File: src/sv/c8alu_pkg.sv
package c8alu_pkg;

  localparam logic [4:0] OP_AND = 5'd0;
  localparam logic [4:0] OP_EOR = 5'd1;
  localparam logic [4:0] OP_ORA = 5'd2;
  localparam logic [4:0] OP_BIT = 5'd3;
  localparam logic [4:0] OP_ADC = 5'd4;
  localparam logic [4:0] OP_SBC = 5'd5;
  localparam logic [4:0] OP_CMP = 5'd6;
  localparam logic [4:0] OP_CPX = 5'd7;
  localparam logic [4:0] OP_CPY = 5'd8;
  localparam logic [4:0] OP_INC = 5'd9;
  localparam logic [4:0] OP_DEC = 5'd10;
  localparam logic [4:0] OP_INX = 5'd11;
  localparam logic [4:0] OP_INY = 5'd12;
  localparam logic [4:0] OP_DEX = 5'd13;
  localparam logic [4:0] OP_DEY = 5'd14;
  localparam logic [4:0] OP_ASL = 5'd15;
  localparam logic [4:0] OP_LSR = 5'd16;
  localparam logic [4:0] OP_ROL = 5'd17;
  localparam logic [4:0] OP_ROR = 5'd18;

  localparam int FLAG_C = 0;
  localparam int FLAG_Z = 1;
  localparam int FLAG_D = 3;
  localparam int FLAG_V = 6;
  localparam int FLAG_N = 7;

  typedef struct packed {
    logic [4:0] op;
    logic [7:0] m;
    logic [7:0] a;
    logic [7:0] x;
    logic [7:0] y;
    logic [7:0] p;
    logic       to_acc;
  } in_t;

  typedef struct packed {
    logic [4:0] op;
    logic [7:0] m;
    logic [7:0] a;
    logic [7:0] x;
    logic [7:0] y;
    logic [7:0] p;
    logic       to_acc;
    logic [7:0] res;
    logic       carry;
    logic       bin_v;
    logic       bit_n;
    logic       bit_v;
    logic [4:0] lo_add;
    logic [4:0] lo_sub;
  } s1_t;

  typedef struct packed {
    logic [4:0] op;
    logic [7:0] a;
    logic [7:0] x;
    logic [7:0] y;
    logic [7:0] p;
    logic       to_acc;
    logic [7:0] res;
    logic       carry;
    logic       bin_v;
    logic       bit_n;
    logic       bit_v;
    logic [8:0] hi_add;
    logic       dec_v;
    logic [7:0] dec_sub;
  } s2_t;

  typedef struct packed {
    logic [7:0] acc;
    logic [7:0] x;
    logic [7:0] y;
    logic [7:0] status;
    logic [7:0] mem;
    logic       mem_wr;
  } out_t;

endpackage

File: src/sv/c8alu_prep.sv
module c8alu_prep (
  input  logic             clk,
  input  logic             rst,
  input  logic             in_valid,
  input  c8alu_pkg::in_t   in_word,
  output logic             in_ready,
  output logic             out_valid,
  output c8alu_pkg::s1_t   out_word,
  input  logic             out_ready
);

  c8alu_pkg::s1_t word_next;
  logic           c;
  logic [7:0]     mm;
  logic [8:0]     bin;
  logic [7:0]     bin_r;
  logic [7:0]     src;
  logic [7:0]     cmp_reg;
  logic [8:0]     diff;
  logic [4:0]     lo_a;
  logic [5:0]     lo_s;

  assign in_ready = !out_valid || out_ready;

  always_comb begin
    c       = in_word.p[c8alu_pkg::FLAG_C];
    mm      = (in_word.op == c8alu_pkg::OP_SBC) ? ~in_word.m : in_word.m;
    bin     = {1'b0, in_word.a} + {1'b0, mm} + {8'b0, c};
    bin_r   = bin[7:0];
    src     = in_word.to_acc ? in_word.a : in_word.m;
    cmp_reg = in_word.a;
    if (in_word.op == c8alu_pkg::OP_CPX) begin
      cmp_reg = in_word.x;
    end else if (in_word.op == c8alu_pkg::OP_CPY) begin
      cmp_reg = in_word.y;
    end
    diff = {1'b0, cmp_reg} - {1'b0, in_word.m};
    lo_a = {1'b0, in_word.a[3:0]} + {1'b0, in_word.m[3:0]} + {4'b0, c};
    lo_s = {2'b0, in_word.a[3:0]} - {2'b0, in_word.m[3:0]} + {5'b0, c} - 6'd1;

    word_next        = '0;
    word_next.op     = in_word.op;
    word_next.m      = in_word.m;
    word_next.a      = in_word.a;
    word_next.x      = in_word.x;
    word_next.y      = in_word.y;
    word_next.p      = in_word.p;
    word_next.to_acc = in_word.to_acc;
    word_next.bin_v  = ((in_word.a ^ bin_r) & (mm ^ bin_r) & 8'h80) != 8'h00;
    word_next.bit_n  = in_word.m[7];
    word_next.bit_v  = in_word.m[6];
    word_next.lo_add = (lo_a >= 5'd10) ? {1'b1, lo_a[3:0] + 4'd6} : lo_a;
    word_next.lo_sub = lo_s[5] ? {1'b1, lo_s[3:0] - 4'd6} : lo_s[4:0];

    unique case (in_word.op) inside
      c8alu_pkg::OP_AND: word_next.res = in_word.a & in_word.m;
      c8alu_pkg::OP_EOR: word_next.res = in_word.a ^ in_word.m;
      c8alu_pkg::OP_ORA: word_next.res = in_word.a | in_word.m;
      c8alu_pkg::OP_BIT: word_next.res = in_word.a & in_word.m;
      c8alu_pkg::OP_ADC, c8alu_pkg::OP_SBC: begin
        word_next.res   = bin_r;
        word_next.carry = bin[8];
      end
      c8alu_pkg::OP_CMP, c8alu_pkg::OP_CPX, c8alu_pkg::OP_CPY: begin
        word_next.res   = diff[7:0];
        word_next.carry = !diff[8];
      end
      c8alu_pkg::OP_INC: word_next.res = in_word.m + 8'd1;
      c8alu_pkg::OP_DEC: word_next.res = in_word.m - 8'd1;
      c8alu_pkg::OP_INX: word_next.res = in_word.x + 8'd1;
      c8alu_pkg::OP_INY: word_next.res = in_word.y + 8'd1;
      c8alu_pkg::OP_DEX: word_next.res = in_word.x - 8'd1;
      c8alu_pkg::OP_DEY: word_next.res = in_word.y - 8'd1;
      c8alu_pkg::OP_ASL: begin
        word_next.res   = {src[6:0], 1'b0};
        word_next.carry = src[7];
      end
      c8alu_pkg::OP_LSR: begin
        word_next.res   = {1'b0, src[7:1]};
        word_next.carry = src[0];
      end
      c8alu_pkg::OP_ROL: begin
        word_next.res   = {src[6:0], c};
        word_next.carry = src[7];
      end
      c8alu_pkg::OP_ROR: begin
        word_next.res   = {c, src[7:1]};
        word_next.carry = src[0];
      end
      default: word_next.res = 8'h00;
    endcase
  end

  always_ff @(posedge clk) begin
    if (rst) begin
      out_valid <= 1'b0;
    end else if (in_ready) begin
      out_valid <= in_valid;
    end
  end

  always_ff @(posedge clk) begin
    if (in_ready) begin
      out_word <= word_next;
    end
  end

endmodule

File: src/sv/c8alu_decadj.sv
module c8alu_decadj (
  input  logic             clk,
  input  logic             rst,
  input  logic             in_valid,
  input  c8alu_pkg::s1_t   in_word,
  output logic             in_ready,
  output logic             out_valid,
  output c8alu_pkg::s2_t   out_word,
  input  logic             out_ready
);

  c8alu_pkg::s2_t word_next;
  logic [9:0]     sv;
  logic [9:0]     full;
  logic [9:0]     full_adj;

  assign in_ready = !out_valid || out_ready;

  always_comb begin
    sv = {{2{in_word.a[7]}}, in_word.a[7:4], 4'b0}
       + {{2{in_word.m[7]}}, in_word.m[7:4], 4'b0}
       + {5'b0, in_word.lo_add};
    full = {2'b0, in_word.a[7:4], 4'b0}
         - {2'b0, in_word.m[7:4], 4'b0}
         + {{5{in_word.lo_sub[4]}}, in_word.lo_sub};
    full_adj = full[9] ? (full - 10'h060) : full;

    word_next.op      = in_word.op;
    word_next.a       = in_word.a;
    word_next.x       = in_word.x;
    word_next.y       = in_word.y;
    word_next.p       = in_word.p;
    word_next.to_acc  = in_word.to_acc;
    word_next.res     = in_word.res;
    word_next.carry   = in_word.carry;
    word_next.bin_v   = in_word.bin_v;
    word_next.bit_n   = in_word.bit_n;
    word_next.bit_v   = in_word.bit_v;
    word_next.hi_add  = {1'b0, in_word.a[7:4], 4'b0} + {1'b0, in_word.m[7:4], 4'b0}
                      + {4'b0, in_word.lo_add};
    word_next.dec_v   = !((sv[9:7] == 3'b000) || (sv[9:7] == 3'b111));
    word_next.dec_sub = full_adj[7:0];
  end

  always_ff @(posedge clk) begin
    if (rst) begin
      out_valid <= 1'b0;
    end else if (in_ready) begin
      out_valid <= in_valid;
    end
  end

  always_ff @(posedge clk) begin
    if (in_ready) begin
      out_word <= word_next;
    end
  end

endmodule

File: src/sv/c8alu_flags.sv
module c8alu_flags (
  input  logic             clk,
  input  logic             rst,
  input  logic             in_valid,
  input  c8alu_pkg::s2_t   in_word,
  output logic             in_ready,
  output logic             out_valid,
  output c8alu_pkg::out_t  out_word,
  input  logic             out_ready
);

  c8alu_pkg::out_t word_next;
  logic [9:0]      hi_adj;
  logic            dec;

  function automatic logic [7:0] with_nz(input logic [7:0] p, input logic [7:0] v);
    logic [7:0] r;
    r = p;
    r[c8alu_pkg::FLAG_Z] = (v == 8'h00);
    r[c8alu_pkg::FLAG_N] = v[7];
    return r;
  endfunction

  assign in_ready = !out_valid || out_ready;

  always_comb begin
    dec    = in_word.p[c8alu_pkg::FLAG_D];
    hi_adj = {1'b0, in_word.hi_add}
           + ((in_word.hi_add >= 9'h0a0) ? 10'h060 : 10'h000);

    word_next.acc    = in_word.a;
    word_next.x      = in_word.x;
    word_next.y      = in_word.y;
    word_next.status = in_word.p;
    word_next.mem    = 8'h00;
    word_next.mem_wr = 1'b0;

    unique case (in_word.op) inside
      c8alu_pkg::OP_AND, c8alu_pkg::OP_EOR, c8alu_pkg::OP_ORA: begin
        word_next.acc    = in_word.res;
        word_next.status = with_nz(in_word.p, in_word.res);
      end
      c8alu_pkg::OP_BIT: begin
        word_next.status[c8alu_pkg::FLAG_Z] = (in_word.res == 8'h00);
        word_next.status[c8alu_pkg::FLAG_N] = in_word.bit_n;
        word_next.status[c8alu_pkg::FLAG_V] = in_word.bit_v;
      end
      c8alu_pkg::OP_ADC: begin
        if (dec) begin
          word_next.acc                       = hi_adj[7:0];
          word_next.status[c8alu_pkg::FLAG_N] = in_word.hi_add[7];
          word_next.status[c8alu_pkg::FLAG_V] = in_word.dec_v;
          word_next.status[c8alu_pkg::FLAG_Z] = (in_word.res == 8'h00);
          word_next.status[c8alu_pkg::FLAG_C] = (hi_adj[9:8] != 2'b00);
        end else begin
          word_next.acc                       = in_word.res;
          word_next.status                    = with_nz(in_word.p, in_word.res);
          word_next.status[c8alu_pkg::FLAG_C] = in_word.carry;
          word_next.status[c8alu_pkg::FLAG_V] = in_word.bin_v;
        end
      end
      c8alu_pkg::OP_SBC: begin
        word_next.acc                       = dec ? in_word.dec_sub : in_word.res;
        word_next.status                    = with_nz(in_word.p, in_word.res);
        word_next.status[c8alu_pkg::FLAG_C] = in_word.carry;
        word_next.status[c8alu_pkg::FLAG_V] = in_word.bin_v;
      end
      c8alu_pkg::OP_CMP, c8alu_pkg::OP_CPX, c8alu_pkg::OP_CPY: begin
        word_next.status                    = with_nz(in_word.p, in_word.res);
        word_next.status[c8alu_pkg::FLAG_C] = in_word.carry;
      end
      c8alu_pkg::OP_INC, c8alu_pkg::OP_DEC: begin
        word_next.mem    = in_word.res;
        word_next.mem_wr = 1'b1;
        word_next.status = with_nz(in_word.p, in_word.res);
      end
      c8alu_pkg::OP_INX, c8alu_pkg::OP_DEX: begin
        word_next.x      = in_word.res;
        word_next.status = with_nz(in_word.p, in_word.res);
      end
      c8alu_pkg::OP_INY, c8alu_pkg::OP_DEY: begin
        word_next.y      = in_word.res;
        word_next.status = with_nz(in_word.p, in_word.res);
      end
      c8alu_pkg::OP_ASL, c8alu_pkg::OP_LSR, c8alu_pkg::OP_ROL, c8alu_pkg::OP_ROR: begin
        word_next.status                    = with_nz(in_word.p, in_word.res);
        word_next.status[c8alu_pkg::FLAG_C] = in_word.carry;
        if (in_word.to_acc) begin
          word_next.acc = in_word.res;
        end else begin
          word_next.mem    = in_word.res;
          word_next.mem_wr = 1'b1;
        end
      end
      default: begin
        word_next.mem_wr = 1'b0;
      end
    endcase
  end

  always_ff @(posedge clk) begin
    if (rst) begin
      out_valid <= 1'b0;
    end else if (in_ready) begin
      out_valid <= in_valid;
    end
  end

  always_ff @(posedge clk) begin
    if (in_ready) begin
      out_word <= word_next;
    end
  end

`ifndef SYNTHESIS
  a_mid_bits_pass: assert property (@(posedge clk) disable iff (rst)
    (!$past(rst) && $past(in_valid && in_ready)) |->
      (out_word.status[5:2] == $past(in_word.p[5:2])))
    else $error("status bits D and unused changed");
`endif

endmodule

File: src/sv/cpu8_alu_flags.sv
// Three register stages: prepare, decimal adjust, flag merge and output.
// Each accepted word passes the prepare, decimal adjust and flag merge registers in order.
// Throughput: one word per cycle; a stall holds each full stage in place.
// Reset clears the stage valid bits only; data registers are not reset.
// in_stall is low whenever out_stall is low.
module cpu8_alu_flags (
  input  logic       clk,
  input  logic       rst,
  input  logic       in_valid,
  output logic       in_stall,
  input  logic [4:0] operation,
  input  logic [7:0] operand,
  input  logic [7:0] acc_in,
  input  logic [7:0] x_in,
  input  logic [7:0] y_in,
  input  logic [7:0] status_in,
  input  logic       on_accumulator,
  output logic       out_valid,
  input  logic       out_stall,
  output logic [7:0] acc_out,
  output logic [7:0] x_out,
  output logic [7:0] y_out,
  output logic [7:0] status_out,
  output logic [7:0] mem_out,
  output logic       mem_write
);

  c8alu_pkg::in_t  in_word;
  c8alu_pkg::s1_t  s1_word;
  c8alu_pkg::s2_t  s2_word;
  c8alu_pkg::out_t out_word;
  logic            rdy1;
  logic            rdy2;
  logic            rdy3;
  logic            v1;
  logic            v2;

  assign in_word.op     = operation;
  assign in_word.m      = operand;
  assign in_word.a      = acc_in;
  assign in_word.x      = x_in;
  assign in_word.y      = y_in;
  assign in_word.p      = status_in;
  assign in_word.to_acc = on_accumulator;

  assign in_stall = !rdy1;

  c8alu_prep u_prep (
    .clk       (clk),
    .rst       (rst),
    .in_valid  (in_valid),
    .in_word   (in_word),
    .in_ready  (rdy1),
    .out_valid (v1),
    .out_word  (s1_word),
    .out_ready (rdy2)
  );

  c8alu_decadj u_decadj (
    .clk       (clk),
    .rst       (rst),
    .in_valid  (v1),
    .in_word   (s1_word),
    .in_ready  (rdy2),
    .out_valid (v2),
    .out_word  (s2_word),
    .out_ready (rdy3)
  );

  c8alu_flags u_flags (
    .clk       (clk),
    .rst       (rst),
    .in_valid  (v2),
    .in_word   (s2_word),
    .in_ready  (rdy3),
    .out_valid (out_valid),
    .out_word  (out_word),
    .out_ready (!out_stall)
  );

  assign acc_out    = out_word.acc;
  assign x_out      = out_word.x;
  assign y_out      = out_word.y;
  assign status_out = out_word.status;
  assign mem_out    = out_word.mem;
  assign mem_write  = out_word.mem_wr;

`ifndef SYNTHESIS
  a_no_stall_through: assert property (@(posedge clk) disable iff (rst)
    !out_stall |-> !in_stall)
    else $error("input stalled while output drains");

  a_mem_zero: assert property (@(posedge clk) disable iff (rst)
    (out_valid && !mem_write) |-> (mem_out == 8'h00))
    else $error("mem_out nonzero without write");

  a_full_stall: assert property (@(posedge clk) disable iff (rst)
    in_stall |-> (out_valid && out_stall && v1 && v2))
    else $error("input stalled with an empty stage");
`endif

endmodule

File: config.mk
export PLATFORM = sky130hd
export DESIGN_NAME = cpu8_alu_flags
export DESIGN_NICKNAME = d
export VERILOG_FILES = /design/src/sv/c8alu_pkg.sv /design/src/sv/c8alu_prep.sv /design/src/sv/c8alu_decadj.sv /design/src/sv/c8alu_flags.sv /design/src/sv/cpu8_alu_flags.sv
export SDC_FILE = /design/constraint.sdc
export NUM_CORES = 1
export LEC_CHECK = 0
export BUFFER_PORTS_ARGS = -buffer_cell sky130_fd_sc_hd__buf_4
export CORE_UTILIZATION = 45
export CTS_CLUSTER_SIZE = 24
export DETAILED_ROUTE_END_ITERATION = 16
export GPL_TIMING_DRIVEN = 0
export PLACE_DENSITY = 0.75
export SLEW_MARGIN = 20
export SYNTH_ARGS = -nofsm -noshare
export SYNTH_HDL_FRONTEND = slang
export SYNTH_SLANG_ARGS = --single-unit
File: constraint.sdc
create_clock -name clk -period 4 [get_ports clk]
set_clock_uncertainty 0.05 [all_clocks]
set_input_delay 0.8 -clock clk [delete_from_list [all_inputs] [get_ports clk]]
set_output_delay 0.8 -clock clk [all_outputs]
set_load 0.01 [all_outputs]
==> results.json <==
{
  "status": "finished clean",
  "ys_ff_latch": 174,
  "hpwl_um": 17600,
  "rsz0062_at_grt": "no",
  "wl_met2_um": 11100,
  "die_w_um": 151,
  "fmax_mhz": 258,
  "most-common-layout-cells": "edfxtp_1, buf_4, ha_1",
  "criticalPathCategory": "in2reg",
  "synth_adder_area_share": 0.130,
  "synth-compound-area-share": 0.122,
  "ys.warnings.count": 0,
  "grt_pass1_wl_um": 35800,
  "grt_max_degree": 38,
  "tns_ns": 0,
  "synthCells": 824,
  "drtPass1Iterations": 5,
  "setup_viol": 0,
  "synth_top_family_by_area": "adder cells",
  "critical_path_arrival_ns": 3.95,
  "ir_drop_mv": 0.295,
  "synth_nets": 968,
  "cts_buffers": 17,
  "io_buffers": 92,
  "grtUsageTotal": 0.212,
  "synth_xor_area_frac": 0.0452,
  "fin_util": 0.539,
  "power_density_nw_per_um2": 410,
  "worst_pin_slew_ns": 1.02,
  "p_total_w": 0.00484,
  "vias": 6988,
  "fin_cells": 1238,
  "fin_crit_sh": 0.970,
  "die_area_sq_um": 22900,
  "leakagePower_nw": 5.03,
  "routed.top_layer": "met4",
  "rows": 54,
  "min_path_type": "reg2reg",
  "post_synth_instance_area_sq_um": 10000,
  "route.detailed.drc": 0,
  "synthMuxAreaShare": 0.0462,
  "drive_gt1_frac": 0.190,
  "async_flop_share": 0,
  "layout_commonest_cell": "edfxtp_1",
  "syn_to_final_growth_pct": 17.3,
  "cts_tree": "done",
  "path_clk_slew_ns": 0.06,
  "detail-route-antenna-nets": 0,
  "slew_headroom": 0.314,
  "gp_congestion": 0.915,
  "clk_latency_ns": 0.42,
  "die_h_um": 151,
  "syn_area_per_cell_sq_um": 12.2,
  "core_sq_um": 21900,
  "drv_slew": 0,
  "routed_wl_um": 23500,
  "synth_ff_type": "edfxtp_1",
  "cp-start-kind": "primary input",
  "clkSinkCount": 174,
  "dp_cells": 1199,
  "place_ws_ns": -0.532,
  "period_minus_slack_ns": 3.88,
  "met1Wirelength_um": 10100,
  "ys_types": 72,
  "ys_seq_area_frac": 0.517,
  "clock_path_buffers": 2,
  "worst_slack_ns": 0.121,
  "ctsHoldBuffers": 0,
  "via_per_inst": 5.64,
  "cp_max_fo": 10,
  "root_buffer": "clkbuf_16",
  "synth_edf_count": 171,
  "grt-ovfl-total": 0,
  "ios": 93,
  "final_nets": 1088,
  "wire_per_inst_um": 19.0,
  "h-tree-depth": 4,
  "grt_pass1_vias": 6724,
  "start_util": 0.459,
  "drt_iter0_markers": 543,
  "maxCapViolCount": 0,
  "critPathCaptureType": "register",
  "wl_met3_um": 1610,
  "finalHoldViolCount": 0,
  "required_ns": 4.07,
  "yosys.area_share.simple": 0.102,
  "antenna_found_initial": 1
}
state kept, by name, indices dropped and copies added, names as in the netlist:
| signal | flops |
|---|---|
| u_prep.out_valid | 1 |
| u_prep.out_word | 62 |
| u_decadj.out_valid | 1 |
| u_flags.out_word | 41 |
| u_flags.out_valid | 1 |
| u_decadj.out_word | 68 |
worst max-delay path, stage by stage:
cell and delay [ns]:
buf_4 0.15, buf_6 0.14, or3b_4 0.39, or3_1 0.34, buf_6 0.15, mux2i_1 0.17, nor2_1 0.07, a21oi_2 0.16
ha_1 0.16, inv_1 0.05, fa_2 0.35, a21o_1 0.18, a21oi_2 0.18, xnor2_1 0.08, a22o_1 0.24, a221oi_2 0.17
o211ai_1 0.18
cell usage after synthesis (all sizes together), types with 11 or more instances:
cell type	instances	share of area
edfxtp	171	0.51
ha	77	0.096
inv	62	0.023
nand2	52	0.020
nor2	46	0.017
a21oi	41	0.021
o21ai	36	0.018
xnor2	33	0.030
mux2i	25	0.025
mux2	19	0.021
nor2b	19	0.012
xor2	18	0.016
fa	17	0.034
a21o	15	0.011
nand3	14	0.0070
buf	12	0.0088
nand2b	11	0.0076
through the flow:
| step | hold WS [ns] | cell area, sq um |
|---|---|---|
| 3_3_place_gp | 0.351 | 11100 |
| 2_1_floorplan | 0.350 | 10000 |
| 3_5_place_dp | 0.355 | 11200 |
| 4_1_cts | 0.369 | 11700 |
| 5_1_grt | 0.374 | 11800 |
| 6_report | 0.365 | 11800 |
kinds of logic (layout without fill, tap and decap cells):
group,count (synthesis),after routing
AO/OA/AOI/OAI,182,182
XOR/XNOR,51,51
adder cells (fa/ha/maj),94,94
buffers and inverters,83,215
flip-flops,174,174
multiplexers,44,44
other,0,2
AND/OR/NAND/NOR,196,196
area by class of cell:
cell class	instances	area (sq um)
fill	1855	10100
sequential	174	5190
antenna	2	5.00
timing repair buffer	101	796
clock buffer	22	444
inverter	62	235
multi-input combinational	567	4510
buffer	21	144
clock inverter	9	111
tap	280	350
path summary, 6_finish.rpt:
check                           cells after the start                 from  slack (ns)                     to
worst max-delay path                               17         operation[0]        0.12    u_prep.out_word[18]
worst min-delay path                                0  u_prep.out_word[28]        0.37  u_decadj.out_word[36]
worst max register to register                     10  u_prep.out_word[51]        1.02   u_decadj.out_word[6]
worst min register to register                      0  u_prep.out_word[28]        0.37  u_decadj.out_word[36]
routing by layer:
metal  GRT usage  vias up
met5           0        -
met4      0.0890        0
met3      0.0479       54
met2       0.333      268
met1       0.281     3347
li1            -     3319
repair_timing:
action                                  CTS  global route
endpoints found under the setup margin    3             3
hold endpoints to repair                  0             0
pin swaps                                 0             3
gates resized for setup                   3             3
setup buffers                             0             6
report_power, final:
part / total (W) / internal, W / leakage [nW] / switching (W)
logic: 0.000887 / 0.000412 / 2.89 / 0.000475
clock network: 0.00158 / 0.000919 / 0.265 / 0.000663
registers: 0.00237 / 0.00225 / 1.87 / 0.000114
No activity file was read; power rests on OpenSTA's default activity.
